## src/hdl/rfe_pkg.sv

```systemverilog
// Shared types and constants for the rotated frame store fill engine.
// No dependencies; every other file imports this package.
package rfe_pkg;

	localparam int KIND_W  = 2;
	localparam int POS_W   = 8;
	localparam int EXT_W   = 8;
	localparam int WORD_W  = 16;
	localparam int ORIENT_W = 2;

	// signed rectangle bounds: frame edges up to 1024 plus 8-bit offsets and extents
	localparam int COORD_W = 12;
	// physical column/row and word address, sized for the largest frame (1024 x 1024)
	localparam int PIX_W   = 10;
	localparam int ADDR_W  = 20;

	localparam int FIFO_DEPTH = 4;
	localparam int FIFO_AW    = $clog2(FIFO_DEPTH);

	typedef enum logic [KIND_W-1:0] {
		KIND_DRAW  = 2'd0,
		KIND_FILL  = 2'd1,
		KIND_CLEAR = 2'd2,
		KIND_READ  = 2'd3
	} kind_t;

	typedef enum logic [ORIENT_W-1:0] {
		ROT_0   = 2'd0,
		ROT_90  = 2'd1,
		ROT_180 = 2'd2,
		ROT_270 = 2'd3
	} orient_t;

	typedef enum logic {
		REG_ORIENTATION = 1'b0,
		REG_AUTO_CLEAR  = 1'b1
	} cfg_reg_t;

	typedef enum logic {
		OP_FILL = 1'b0,
		OP_READ = 1'b1
	} op_t;

	typedef enum logic [1:0] {
		BK_IDLE = 2'd0,
		BK_FILL = 2'd1,
		BK_READ = 2'd2
	} back_state_t;

	// one queued job for the back end: a clipped physical rectangle
	typedef struct packed {
		op_t               op;
		logic              zero;     // read outside the frame: answer 0
		logic [PIX_W-1:0]  sx;
		logic [PIX_W-1:0]  ex;
		logic [PIX_W-1:0]  sy;
		logic [PIX_W-1:0]  ey;
		logic [ADDR_W-1:0] row_base; // sy * frame width
		logic [WORD_W-1:0] word;
	} rfe_cmd_t;

	typedef struct packed {
		logic full;
		logic empty;
	} fifo_stat_t;

	function automatic logic [WORD_W-1:0] swap_bytes(input logic [WORD_W-1:0] c);
		return {c[7:0], c[15:8]};
	endfunction

endpackage

```

## src/hdl/rfe_cmd_fifo.sv

```systemverilog
// Short job queue between front and back end.
// Depends on rfe_pkg for the job type and depth.
module rfe_cmd_fifo import rfe_pkg::*; (
	input  logic       clk,
	input  logic       arst_n,
	input  logic       push,
	input  rfe_cmd_t   push_cmd,
	input  logic       pop,
	output rfe_cmd_t   head,
	output fifo_stat_t stat
);

	rfe_cmd_t             slot_q [FIFO_DEPTH];
	logic [FIFO_AW-1:0]   wp_q, rp_q;
	logic [FIFO_AW:0]     count_q;

	assign head       = slot_q[rp_q];
	assign stat.full  = (count_q == (FIFO_AW+1)'(FIFO_DEPTH));
	assign stat.empty = (count_q == '0);

	always_ff @(posedge clk) begin
		if (push) begin
			slot_q[wp_q] <= push_cmd;
		end
	end

	always_ff @(posedge clk or negedge arst_n) begin
		if (!arst_n) begin
			wp_q    <= '0;
			rp_q    <= '0;
			count_q <= '0;
		end else begin
			if (push) begin
				wp_q <= wp_q + 1'b1;
			end
			if (pop) begin
				rp_q <= rp_q + 1'b1;
			end
			case ({push, pop})
				2'b10:   count_q <= count_q + 1'b1;
				2'b01:   count_q <= count_q - 1'b1;
				default: count_q <= count_q;
			endcase
		end
	end

endmodule

```

## config.mk

```make
export PLATFORM = sky130hd
export DESIGN_NAME = rfe_cmd_fifo
export DESIGN_NICKNAME = d
export VERILOG_FILES = /design/src/hdl/rfe_pkg.sv /design/src/hdl/rfe_cmd_fifo.sv
export SDC_FILE = /design/constraint.sdc
export NUM_CORES = 1
export LEC_CHECK = 0
export BUFFER_PORTS_ARGS = -buffer_cell sky130_fd_sc_hd__buf_2
export CORE_MARGIN = 2
export CORE_UTILIZATION = 45
export CTS_CLUSTER_SIZE = 12
export DETAILED_ROUTE_END_ITERATION = 8
export GPL_TIMING_DRIVEN = 0
export HOLD_SLACK_MARGIN = 0.08
export PLACE_DENSITY = 0.71
export SETUP_SLACK_MARGIN = 0.15
export SLEW_MARGIN = 10
export SYNTH_ARGS = -nofsm -noshare
export SYNTH_HDL_FRONTEND = slang
export SYNTH_SLANG_ARGS = --single-unit
```

## constraint.sdc

```tcl
create_clock -name clk -period 4.7 [get_ports clk]
set_input_delay 0.235 -clock clk [delete_from_list [all_inputs] [get_ports clk]]
set_output_delay 0.235 -clock clk [all_outputs]
set_load 0.01 [all_outputs]
```

==> results.md <==
* Slew HR at 0.559
* 1st-pass router iterations at 4
* Worst-Margin Slew at 661 ps
* Crit-path cells: buf_2, buf_2, buf_4, mux4_2, buf_2
* Sequential cell area fraction in the yosys report at 0.813
* Yosys cell types at 18
* Post_cts resized at 0
* HPWL Detailed at 13,000 um
* Ys Warns at 0
* Cell Rows at 59
* Root buffer cell: clkbuf_16
* Fmax achieved at 0.429 GHz
* Worst vdd ir at 0.351 mV
* Gr busiest metal: met2
* Post-synth EDFFs at 312
* Unrepaired setup endpoints after global routing: false
* CP startpoint kind: flop
* Final Setup Violations at 0
* Cell taking the most area after synthesis: edfxtp_1
* Grt ovf at 0
* Post-synth ARST share at 0.0219
* Worst Clk Skew at 8.03 ps
* Core area at 25,800 um2
* Delay-heaviest family, CP: buffers and inverters
* Vias in the first global route at 6,056
* Most used DFF post-synth: edfxtp_1
* Critical Path AT at 2100 ps
* Yosys top cell area share at 0.798
* CTS tree: done
* Critical path's slowest cell: buf_2
* Die area at 27,400 um2
* Clk buf depth at 3
* Die Y at 166 um
* Initial drt markers at 359
* RR Endpoint: slot_q[2][44]$_DFFE_PP_
* Critical path fanouts, max at 10
* Worst hold path class: primary input to asynchronous set/reset pin
* FF-to-FF Start: wp_q[0]$_DFFE_PN0P_
* Layout cell share with drive strength beyond 1 at 0.415
* Most frequent cell after synthesis: edfxtp_1
* Yosys reg bits at 319
* Syn avg cell area at 26.4 um2
* N_diodes at 0
* TNS Setup at 0 ps
* CTS Buf Count at 34
* Worst setup path class: flop to output port
* Worst r2r path cells at 4
* Flop-to-flop setup slack at 2760 ps
* P_leak at 5.22 nW
* CTS H-tree depth at 2
* Mapped Cells at 445
* GR Util met2 at 0.279
* Vias per cell at 5.11
* WP data required at 4470 ps
* Tcrit/Tclk final at 0.496
* Die Wd at 166 um
* Met1 usage in global routing at 0.199
* # Max-Cap Violations at 0
* Final Hold Viols at 0
* Setup Fix Bufs, Post-CTS at 0
* Crit. End Element: output port
* Synthesis-to-layout area growth at 27.2%
* Hold_buf cts at 81
* Largest net degree at the start of global routing at 41
* Syn Std Cell Area at 11,700 um2
* Global-route wire length before repair at 32,900 um
* Most used cell, CP: buf_2
* Worst-skew pair later-pin latency at 490 ps
* GRT Resource Usage Total at 0.159
* I/O pins at 162
* Clk pin slew, worst setup/hold paths at 60 ps
* Port Buffers at 161
* Bufs and invs on worst path at 4
* Post-Syn Nets at 533
* Final net count at 815
* CTS sink count at 319
* Met3 Use GR at 0.0385
* Synth area leaders: edfxtp_1 (80%), mux4_2 (15%), dfrtp_1 (1.5%)
* Final WL at 21,700 um
* Initial core utilization at 0.454
* Vias at 5,508
* PwrDens at 605 nW/um2
* Routability congestion estimate at 0.746
* Finished Core Util at 0.578
* Drt wl/cell at 20.1 um
* DRC at 0
* Post-DRT Antenna Nets at 0
* Final max-slew violation count at 0
* Worst stage delay on the critical path at 330 ps
* Status: completed
* Synth top cells by count: edfxtp_1 (312), mux4_2 (78), buf_12 (8), buf_2 (8), dfrtp_1 (7)
* Initial antenna violation count at 0
* Final worst path period need at 2330 ps
-- layout make-up --
type / count / area [um2]
clock buffers: 45 / 956
inverters: 6 / 22.5
fillers: 1922 / 10900
multi-input cells: 102 / 1960
repair buffers: 246 / 1730
clock inverters: 7 / 86.3
well taps: 335 / 419
plain buffers: 18 / 219
flip-flops and latches: 319 / 9540
-- cell families after synthesis --
kind of cell	synth area share
compound gates	0.000853
xor+xnor	0.00448
fa+ha+maj	0.00703
buf+inv	0.0206
flops	0.813
mux	0.150
simple gates	0.00437
-- layer usage --
metal,up-vias,routed length (um)
li1,2462,-
met4,0,393
met5,-,0
met3,36,1180
met1,2866,8720
met2,144,11400
-- power by group --
group	internal [mW]	leakage (nW)	switching, mW
Combinational	1.32	1.77	1.38
Sequential	3.72	2.95	0.122
Clock	1.52	0.507	0.975
-- per-stage QoR --
| step | instance area [um2] | setup WS [ps] | total power, mW | hold WS, ps | std cells |
|---|---|---|---|---|---|
| after detailed placement | 13100 | 2720 | 6.62 | 77.0 | 945 |
| after floorplan | 11700 | 1820 | 5.64 | -60.6 | 445 |
| after global routing | 14900 | 2210 | 9.50 | 88.0 | 1078 |
| after global placement | 13000 | 486 | 6.54 | 70.9 | 941 |
| final | 14900 | 2370 | 9.04 | 108 | 1078 |
| after CTS | 14900 | 2270 | 9.18 | 93.3 | 1078 |
-- layout by cell type (no fill, tap or decap) --
cell type and count:
edfxtp_1 312, buf_12 8, buf_6 1, mux4_2 78, clkinvlp_4 1, buf_16 4, clkinv_2 3, nand2_1 3
clkbuf_1 8, fa_1 1, bufinv_16 2, buf_2 169, inv_1 6, buf_4 1, nor3_1 1, nor2_1 1
and2_4 4, and3_1 1, clkinv_1 1, ha_1 5, clkbuf_16 37, dlygate4sd3_1 81, o21ai_0 2, dfrtp_1 7
xor2_1 4, xnor2_1 2
-- state kept, by name, summed over array words and instances, names as in the netlist --
| register | count |
|---|---|
| slot_q | 312 |
| count_q | 3 |
| rp_q | 2 |
| wp_q | 2 |
-- worst max path at each step --
stage	from	end	slack (ps)	cells past startpoint
6_report	rp_q[1]$_DFFE_PN0P_	head[63]	2370	5
5_1_grt	rp_q[1]$_DFFE_PN0P_	head[63]	2210	5
4_1_cts	rp_q[1]$_DFFE_PN0P_	head[67]	2270	5
3_5_place_dp	wp_q[0]$_DFFE_PN0P_	slot_q[2][45]$_DFFE_PP_	2720	4
3_3_place_gp	wp_q[0]$_DFFE_PN0P_	slot_q[2][40]$_DFFE_PP_	490	3
2_1_floorplan	wp_q[0]$_DFFE_PN0P_	slot_q[0][0]$_DFFE_PP_	1820	3
Power figures use the tool's default switching activity.
