File: src/hdl/rfe_pkg.sv
// Shared types and constants for the rotated frame store fill engine.
// No dependencies; every other file imports this package.
package rfe_pkg;

	localparam int KIND_W  = 2;
	localparam int POS_W   = 8;
	localparam int EXT_W   = 8;
	localparam int WORD_W  = 16;
	localparam int ORIENT_W = 2;

	// signed rectangle bounds: frame edges up to 1024 plus 8-bit offsets and extents
	localparam int COORD_W = 12;
	// physical column/row and word address, sized for the largest frame (1024 x 1024)
	localparam int PIX_W   = 10;
	localparam int ADDR_W  = 20;

	localparam int FIFO_DEPTH = 4;
	localparam int FIFO_AW    = $clog2(FIFO_DEPTH);

	typedef enum logic [KIND_W-1:0] {
		KIND_DRAW  = 2'd0,
		KIND_FILL  = 2'd1,
		KIND_CLEAR = 2'd2,
		KIND_READ  = 2'd3
	} kind_t;

	typedef enum logic [ORIENT_W-1:0] {
		ROT_0   = 2'd0,
		ROT_90  = 2'd1,
		ROT_180 = 2'd2,
		ROT_270 = 2'd3
	} orient_t;

	typedef enum logic {
		REG_ORIENTATION = 1'b0,
		REG_AUTO_CLEAR  = 1'b1
	} cfg_reg_t;

	typedef enum logic {
		OP_FILL = 1'b0,
		OP_READ = 1'b1
	} op_t;

	typedef enum logic [1:0] {
		BK_IDLE = 2'd0,
		BK_FILL = 2'd1,
		BK_READ = 2'd2
	} back_state_t;

	// one queued job for the back end: a clipped physical rectangle
	typedef struct packed {
		op_t               op;
		logic              zero;     // read outside the frame: answer 0
		logic [PIX_W-1:0]  sx;
		logic [PIX_W-1:0]  ex;
		logic [PIX_W-1:0]  sy;
		logic [PIX_W-1:0]  ey;
		logic [ADDR_W-1:0] row_base; // sy * frame width
		logic [WORD_W-1:0] word;
	} rfe_cmd_t;

	typedef struct packed {
		logic full;
		logic empty;
	} fifo_stat_t;

	function automatic logic [WORD_W-1:0] swap_bytes(input logic [WORD_W-1:0] c);
		return {c[7:0], c[15:8]};
	endfunction

endpackage

File: src/hdl/rfe_chan_if.sv
// Valid/ready channel interfaces: commands in, read results out.
// Depends on rfe_pkg for field widths.
interface rfe_cmd_if import rfe_pkg::*; ();
	logic              valid;
	logic              ready;
	logic [KIND_W-1:0] kind;
	logic [POS_W-1:0]  pos_x;
	logic [POS_W-1:0]  pos_y;
	logic [EXT_W-1:0]  extent_x;
	logic [EXT_W-1:0]  extent_y;
	logic [WORD_W-1:0] color;

	modport source(output valid, kind, pos_x, pos_y, extent_x, extent_y, color, input ready);
	modport sink(input valid, kind, pos_x, pos_y, extent_x, extent_y, color, output ready);
endinterface


File: src/hdl/rfe_front.sv
// Front end: accepts commands, maps them through the rotation, clips to the frame
// and computes the row base address. Depends on rfe_pkg and rfe_cmd_if.
module rfe_front import rfe_pkg::*; #(
	parameter int FRAME_WIDTH  = 240,
	parameter int FRAME_HEIGHT = 255
) (
	input  logic                clk,
	input  logic                arst_n,
	rfe_cmd_if.sink             cmd,
	input  logic [ORIENT_W-1:0] orientation,
	input  logic                auto_clear,
	input  logic                hold,
	input  fifo_stat_t          stat,
	output logic                push,
	output rfe_cmd_t            push_cmd
);

	localparam logic signed [COORD_W-1:0] WS  = COORD_W'(FRAME_WIDTH);
	localparam logic signed [COORD_W-1:0] HS  = COORD_W'(FRAME_HEIGHT);
	localparam logic signed [COORD_W-1:0] WM1 = COORD_W'(FRAME_WIDTH - 1);
	localparam logic signed [COORD_W-1:0] HM1 = COORD_W'(FRAME_HEIGHT - 1);
	localparam logic signed [COORD_W-1:0] ONE = COORD_W'(1);
	localparam logic signed [COORD_W-1:0] ZRO = COORD_W'(0);

	logic signed [COORD_W-1:0] x, y, cx, cy;
	logic signed [COORD_W-1:0] sx, ex, sy, ey;
	logic signed [COORD_W-1:0] sx_c, ex_c, sy_c, ey_c;
	kind_t                     kind;
	logic                      adv1, adv2;

	logic                      valid_s1;
	logic signed [COORD_W-1:0] sx_s1, ex_s1, sy_s1, ey_s1;
	op_t                       op_s1;
	logic                      drop_s1;
	logic [WORD_W-1:0]         word_s1;

	logic                      empty;
	logic                      valid_s2;
	rfe_cmd_t                  cmd_s2;

	always_comb begin
		kind = kind_t'(cmd.kind);
		x    = $signed({{(COORD_W-POS_W){1'b0}}, cmd.pos_x});
		y    = $signed({{(COORD_W-POS_W){1'b0}}, cmd.pos_y});
		if (kind == KIND_FILL) begin
			cx = $signed({{(COORD_W-EXT_W){1'b0}}, cmd.extent_x});
			cy = $signed({{(COORD_W-EXT_W){1'b0}}, cmd.extent_y});
		end else begin
			// a single pixel is a one-by-one rectangle
			cx = ONE;
			cy = ONE;
		end
		case (orient_t'(orientation))
			ROT_90: begin
				sx = y;            ex = y + cy - ONE;
				sy = HS - x - cx;  ey = HM1 - x;
			end
			ROT_180: begin
				sx = WS - x - cx;  ex = WM1 - x;
				sy = HS - y - cy;  ey = HM1 - y;
			end
			ROT_270: begin
				sx = WS - y - cy;  ex = WM1 - y;
				sy = x;            ey = x + cx - ONE;
			end
			default: begin
				sx = x;            ex = x + cx - ONE;
				sy = y;            ey = y + cy - ONE;
			end
		endcase
		if (kind == KIND_CLEAR) begin
			sx = ZRO; ex = WM1;
			sy = ZRO; ey = HM1;
		end
		sx_c = (sx < ZRO) ? ZRO : sx;
		sy_c = (sy < ZRO) ? ZRO : sy;
		ex_c = (ex > WM1) ? WM1 : ex;
		ey_c = (ey > HM1) ? HM1 : ey;
	end

	assign push = valid_s2 && !stat.full;
	assign push_cmd = cmd_s2;
	assign adv2 = !valid_s2 || !stat.full;
	assign adv1 = !valid_s1 || adv2;
	assign cmd.ready = adv1 && !hold;

	// stage 1: mapped and clipped bounds
	always_ff @(posedge clk or negedge arst_n) begin
		if (!arst_n) begin
			valid_s1 <= 1'b0;
		end else if (adv1) begin
			valid_s1 <= cmd.valid && cmd.ready;
		end
	end

	always_ff @(posedge clk) begin
		if (adv1) begin
			sx_s1   <= sx_c;
			ex_s1   <= ex_c;
			sy_s1   <= sy_c;
			ey_s1   <= ey_c;
			op_s1   <= (kind == KIND_READ) ? OP_READ : OP_FILL;
			drop_s1 <= (kind == KIND_CLEAR) && auto_clear;
			word_s1 <= swap_bytes(cmd.color);
		end
	end

	// stage 2: emptiness and row base; empty writes and suppressed clears are dropped here
	assign empty = (sx_s1 > ex_s1) || (sy_s1 > ey_s1);

	always_ff @(posedge clk or negedge arst_n) begin
		if (!arst_n) begin
			valid_s2 <= 1'b0;
		end else if (adv2) begin
			valid_s2 <= valid_s1 && !drop_s1 && ((op_s1 == OP_READ) || !empty);
		end
	end

	always_ff @(posedge clk) begin
		if (adv2) begin
			cmd_s2.op       <= op_s1;
			cmd_s2.zero     <= empty;
			cmd_s2.sx       <= sx_s1[PIX_W-1:0];
			cmd_s2.ex       <= ex_s1[PIX_W-1:0];
			cmd_s2.sy       <= sy_s1[PIX_W-1:0];
			cmd_s2.ey       <= ey_s1[PIX_W-1:0];
			cmd_s2.row_base <= ADDR_W'(sy_s1[PIX_W-1:0]) * ADDR_W'(FRAME_WIDTH);
			cmd_s2.word     <= word_s1;
		end
	end

endmodule

File: src/flat_wrapper.sv
// flat-port wrapper written by rule: the top's interface ports become plain ports
module rfe_front_flat import rfe_pkg::*;
#(
	parameter int FRAME_WIDTH  = 240,
	parameter int FRAME_HEIGHT = 255
)
  (clk, arst_n, orientation, auto_clear, hold, stat, push, push_cmd, cmd_valid, cmd_kind, cmd_pos_x, cmd_pos_y, cmd_extent_x, cmd_extent_y, cmd_color, cmd_ready);
  rfe_cmd_if cmd_i ();
  input  logic clk;
  input  logic arst_n;
  input  logic [ORIENT_W-1:0] orientation;
  input  logic auto_clear;
  input  logic hold;
  input  fifo_stat_t stat;
  output logic push;
  output rfe_cmd_t push_cmd;
  input wire logic [$bits(cmd_i.valid)-1:0] cmd_valid;
  input wire logic [$bits(cmd_i.kind)-1:0] cmd_kind;
  input wire logic [$bits(cmd_i.pos_x)-1:0] cmd_pos_x;
  input wire logic [$bits(cmd_i.pos_y)-1:0] cmd_pos_y;
  input wire logic [$bits(cmd_i.extent_x)-1:0] cmd_extent_x;
  input wire logic [$bits(cmd_i.extent_y)-1:0] cmd_extent_y;
  input wire logic [$bits(cmd_i.color)-1:0] cmd_color;
  output wire logic [$bits(cmd_i.ready)-1:0] cmd_ready;
  assign cmd_i.valid = cmd_valid;
  assign cmd_i.kind = cmd_kind;
  assign cmd_i.pos_x = cmd_pos_x;
  assign cmd_i.pos_y = cmd_pos_y;
  assign cmd_i.extent_x = cmd_extent_x;
  assign cmd_i.extent_y = cmd_extent_y;
  assign cmd_i.color = cmd_color;
  assign cmd_ready = cmd_i.ready;
  rfe_front #(.FRAME_WIDTH(FRAME_WIDTH), .FRAME_HEIGHT(FRAME_HEIGHT)) u_core (.clk(clk), .arst_n(arst_n), .cmd(cmd_i), .orientation(orientation), .auto_clear(auto_clear), .hold(hold), .stat(stat), .push(push), .push_cmd(push_cmd));
endmodule
File: config.mk
export PLATFORM = sky130hd
export DESIGN_NAME = rfe_front_flat
export DESIGN_NICKNAME = d
export VERILOG_FILES = /design/src/hdl/rfe_pkg.sv /design/src/hdl/rfe_chan_if.sv /design/src/hdl/rfe_front.sv /design/src/flat_wrapper.sv
export SDC_FILE = /design/constraint.sdc
export NUM_CORES = 1
export LEC_CHECK = 0
export BUFFER_PORTS_ARGS = -buffer_cell sky130_fd_sc_hd__buf_2
export CORE_MARGIN = 2
export CORE_UTILIZATION = 30
export DETAILED_ROUTE_END_ITERATION = 10
export GPL_TIMING_DRIVEN = 0
export PLACE_DENSITY = 0.5
export SLEW_MARGIN = 20
export SYNTH_ARGS = -nofsm -noshare
export SYNTH_HDL_FRONTEND = slang
export SYNTH_SLANG_ARGS = --single-unit
File: constraint.sdc
create_clock -name clk -period 11.2 [get_ports clk]
set_clock_uncertainty 0.15 [all_clocks]
set_input_delay 1.68 -clock clk [delete_from_list [all_inputs] [get_ports clk]]
set_output_delay 1.68 -clock clk [all_outputs]
set_load 0.005 [all_outputs]
==> metrics.log <==
INFO  metric outcome = complete, no violations
INFO  metric crit_path_end_kind = register
INFO  metric synthesis.yosys.warnings = 0
INFO  metric antenna_left = 0
INFO  metric rows = between 60 and 70
INFO  metric layout-area-overhead-vs-synth = 19.0%
INFO  metric critical_path.startpoint_type = primary input
INFO  metric synth.ff_latch_count = roughly 140
INFO  metric synthCells = 916
INFO  metric postCtsResizedCells = 0
INFO  metric drt-initial-drc-count = 426
INFO  metric synth.cell_area = 0.00997 mm²
INFO  metric cts_max_level = 4
INFO  metric drtPass1Iterations = 5
INFO  metric worstMarginPinSlew = just over 900 ps
INFO  metric drive_above_1_share = 20.0%
INFO  metric yosys_most_used_dff = sky130_fd_sc_hd__edfxtp_1
INFO  metric clk-insertion-delay-late = 410 ps
INFO  metric cts_max_path_buffers = 2
INFO  metric dpl.hpwl = 22500 µm
INFO  metric via_per_inst = 4.86
INFO  metric route.detailed.drc = 0
INFO  metric dieHeight = 186 µm
INFO  metric power.static_leakage = 0.00517 µW
INFO  metric remaining_global_route_overflow = 0
INFO  metric cts_buffers = 17
INFO  metric fp.dieArea = 0.0347 mm²
INFO  metric cts_hold_repair.buffers = 0
INFO  metric grt_pass1_wl = about 42000 µm
INFO  metric postCtsSetupRepairBufs = 0
INFO  metric num_io_pins = 139
INFO  metric final_nets = 1247
INFO  metric numPortBuffers = 130
INFO  metric post_synth.cell_area_avg = 10.9 µm²
INFO  metric core_area = 0.0326 mm²
INFO  metric dieWidth = 186 µm
INFO  metric setup_repair_after_global_routing_missed_its_margin = false
INFO  metric critPathArrivalTime = 6760 ps
INFO  metric setup_viol = 0
INFO  metric grt_start_max_net_pins = 49
INFO  metric fmax = 147 MHz
INFO  metric finalHoldViolCount = 0
INFO  metric synth_largest_type_area_fraction = roughly 41%
INFO  metric max-vdd-ir-drop = 0.105 mV
INFO  metric crit_required = approximately 11000 ps
INFO  metric timing.max_cap.violations = 0
INFO  metric power.density = 163 mW/mm²
INFO  metric detail_route.wl_per_cell = 18.0 µm
INFO  metric floorplan.initialDensity = 30.6%
INFO  metric clock_sink_count = 139
INFO  metric place.gp.congestion = roughly 0.92
INFO  metric detail_route.wirelength = between 20000 and 30000 µm
INFO  metric critPathKind = in -> reg
INFO  metric area_contributors_post_synth = sky130_fd_sc_hd__edfxtp_1 (41%), sky130_fd_sc_hd__ha_1 (11%), sky130_fd_sc_hd__xnor2_1 (4.6%)
INFO  metric final.fill_count = 3337
INFO  metric grt.total_usage = between 10% and 20%
INFO  metric post-synth-top-area-cell = sky130_fd_sc_hd__edfxtp_1
INFO  metric ys_seq_area_share = between 40% and 50%
INFO  metric first_global_vias = ~7300
INFO  metric maxSlewViolCount = 0
INFO  metric worst_min_path_class = reg -> reg
INFO  metric number_of_synthesized_flops_with_an_enable_pin = about 140
INFO  metric antenna_violations_before_repair = 0
INFO  metric placedInstanceArea = 0.0113 mm²
INFO  metric post_synth_num_cell_types = 85
INFO  metric tritoncts_clock_tree = done
INFO  metric minimum_clock_period_after_layout = 6800 ps
INFO  metric maxSlewHeadroom = 37.3%
INFO  metric setup_tns = 0 ps
INFO  metric clk_transition_reported_paths = 50 ps
INFO  metric final_util = 36.4%
INFO  metric finalCritPeriodShare = 60.7%
INFO  metric critical_path.max_fanout = 10
INFO  metric route.vias.total = 7453
INFO  metric layout.cell_area.non_filler = 0.0119 mm²
INFO  metric ff_latch_area = between 0.004 and 0.005 mm²
INFO  metric synthArstFlopShare = 1.44%
INFO  metric multiInputGateArea = 0.00537 mm²
INFO  metric setup.reg_to_reg.worst_slack = 7200 ps
INFO  metric root_buffer = sky130_fd_sc_hd__clkbuf_16
## critical path: stages
cell	delay [ps]
sky130_fd_sc_hd__buf_2	100
sky130_fd_sc_hd__nor2b_1	510
sky130_fd_sc_hd__buf_2	370
sky130_fd_sc_hd__buf_1	450
sky130_fd_sc_hd__nand2_1	250
sky130_fd_sc_hd__fa_1	500
sky130_fd_sc_hd__nand2b_1	230
sky130_fd_sc_hd__a21oi_1	450
sky130_fd_sc_hd__nor3_1	120
sky130_fd_sc_hd__o211ai_1	420
sky130_fd_sc_hd__and4b_1	260
sky130_fd_sc_hd__o311ai_0	610
sky130_fd_sc_hd__o41ai_2	260
sky130_fd_sc_hd__a22oi_4	350
sky130_fd_sc_hd__nand4_1	180
## flip-flops by register name, summed over array words and instances (netlist names), 12 cells and up
name / count
u_core.ey_s1: 12
u_core.sy_s1: 12
u_core.push_cmd: 71
u_core.sx_s1: 12
u_core.word_s1: 16
u_core.ex_s1: 12
## final cells by class
type | count | area share, %
Buffer | 38 | 1.57
Inverter | 85 | 2.69
Tap cell | 442 | 4.66
Clock inverter | 11 | 1.02
Antenna cell | 1 | 0.0211
Sequential cell | 139 | 35.1
Clock buffer | 21 | 3.88
Timing Repair Buffer | 132 | 5.88
Multi-Input combinational cell | 663 | 45.2
## layout by cell type (no fill, tap or decap), drive strengths merged, types with 9 or more instances in the layout
master and n:
inv 85, buf 150, o21a 10, nor2 51, mux2i 10, a211oi 16, o21ai 42, and2 10
a21oi 43, nand2 64, mux4 14, ha 91, xnor2 53, clkbuf 41, conb 10, nor3 12
edfxtp 137, a21o 15, nor2b 24, xor2 22, and3 9, nand3 22, nand2b 14, fa 21
## per-layer routing
metal	share of wire [%]	global-route usage, %
met3	6.1	3.27
met2	43	24.2
met5	0	0
met4	3.2	5.54
met1	47	22.2
## power by group
part | internal (µW) | total (µW) | switching (µW)
Clock | 339 | 545 | 206
Combinational | 287 | 646 | 359
Sequential | 701 | 747 | 46.3
## cells by family (layout without fill, tap and decap cells)
family          Yosys count  in the layout  synth area share, %
compound gates          195            195                 13.6
flops                   139            139                 41.7
buf+inv                 123            287                 5.07
simple gates            242            242                 12.5
other cells               1             11               0.0376
mux                      27             27                 4.50
fa+ha+maj               114            114                 15.8
xor+xnor                 75             75                 6.74
## worst paths after layout
check,endpoint,depth (start not counted),startpoint
max in group asynchronous,u_core.valid_s2$_DFFE_PN0P_,1,arst_n
worst min-delay path,u_core.push_cmd[1]$_DFFE_PP_,0,u_core.word_s1[1]$_DFFE_PN_
worst min register to register,u_core.push_cmd[1]$_DFFE_PP_,0,u_core.word_s1[1]$_DFFE_PN_
worst max-delay path,u_core.ex_s1[1]$_SDFFCE_PN1N_,15,cmd_kind[0]
min in group asynchronous,u_core.valid_s1$_DFFE_PN0N_,1,arst_n
worst max register to register,u_core.push_cmd[33]$_DFFE_PP_,14,u_core.sy_s1[2]$_SDFFCE_PP0N_
## cell usage after synthesis (all sizes together), types with 5 or more instances
| cell | instances |
|---|---|
| a21oi | 43 |
| nand2 | 64 |
| o21bai | 8 |
| o21a | 10 |
| xor2 | 22 |
| nor2b | 24 |
| or3 | 8 |
| inv | 85 |
| buf | 18 |
| xnor2 | 53 |
| nand4 | 7 |
| a211oi | 16 |
| edfxtp | 137 |
| ha | 91 |
| mux4 | 14 |
| fa | 21 |
| nor4 | 6 |
| nand3 | 22 |
| o21ai | 42 |
| a21o | 15 |
| o31ai | 5 |
| a31oi | 6 |
| nand2b | 14 |
| mux2i | 10 |
| nor2 | 51 |
| and3 | 9 |
| and2 | 10 |
| clkbuf | 20 |
| o211ai | 7 |
| nor3 | 12 |
## stage by stage
stage               total power (µW)  worst slack, ps  hold WS [ps]  instances
floorplan                       1190             5790           250        925
global placement                1400             4060           251       1497
detailed placement              1410             3960           255       1499
CTS                             1960             4380           267       1531
global route                    2070             4100           267       1531
finish                          1940             4400           265       1532
(Power assumes the default switching activity.)
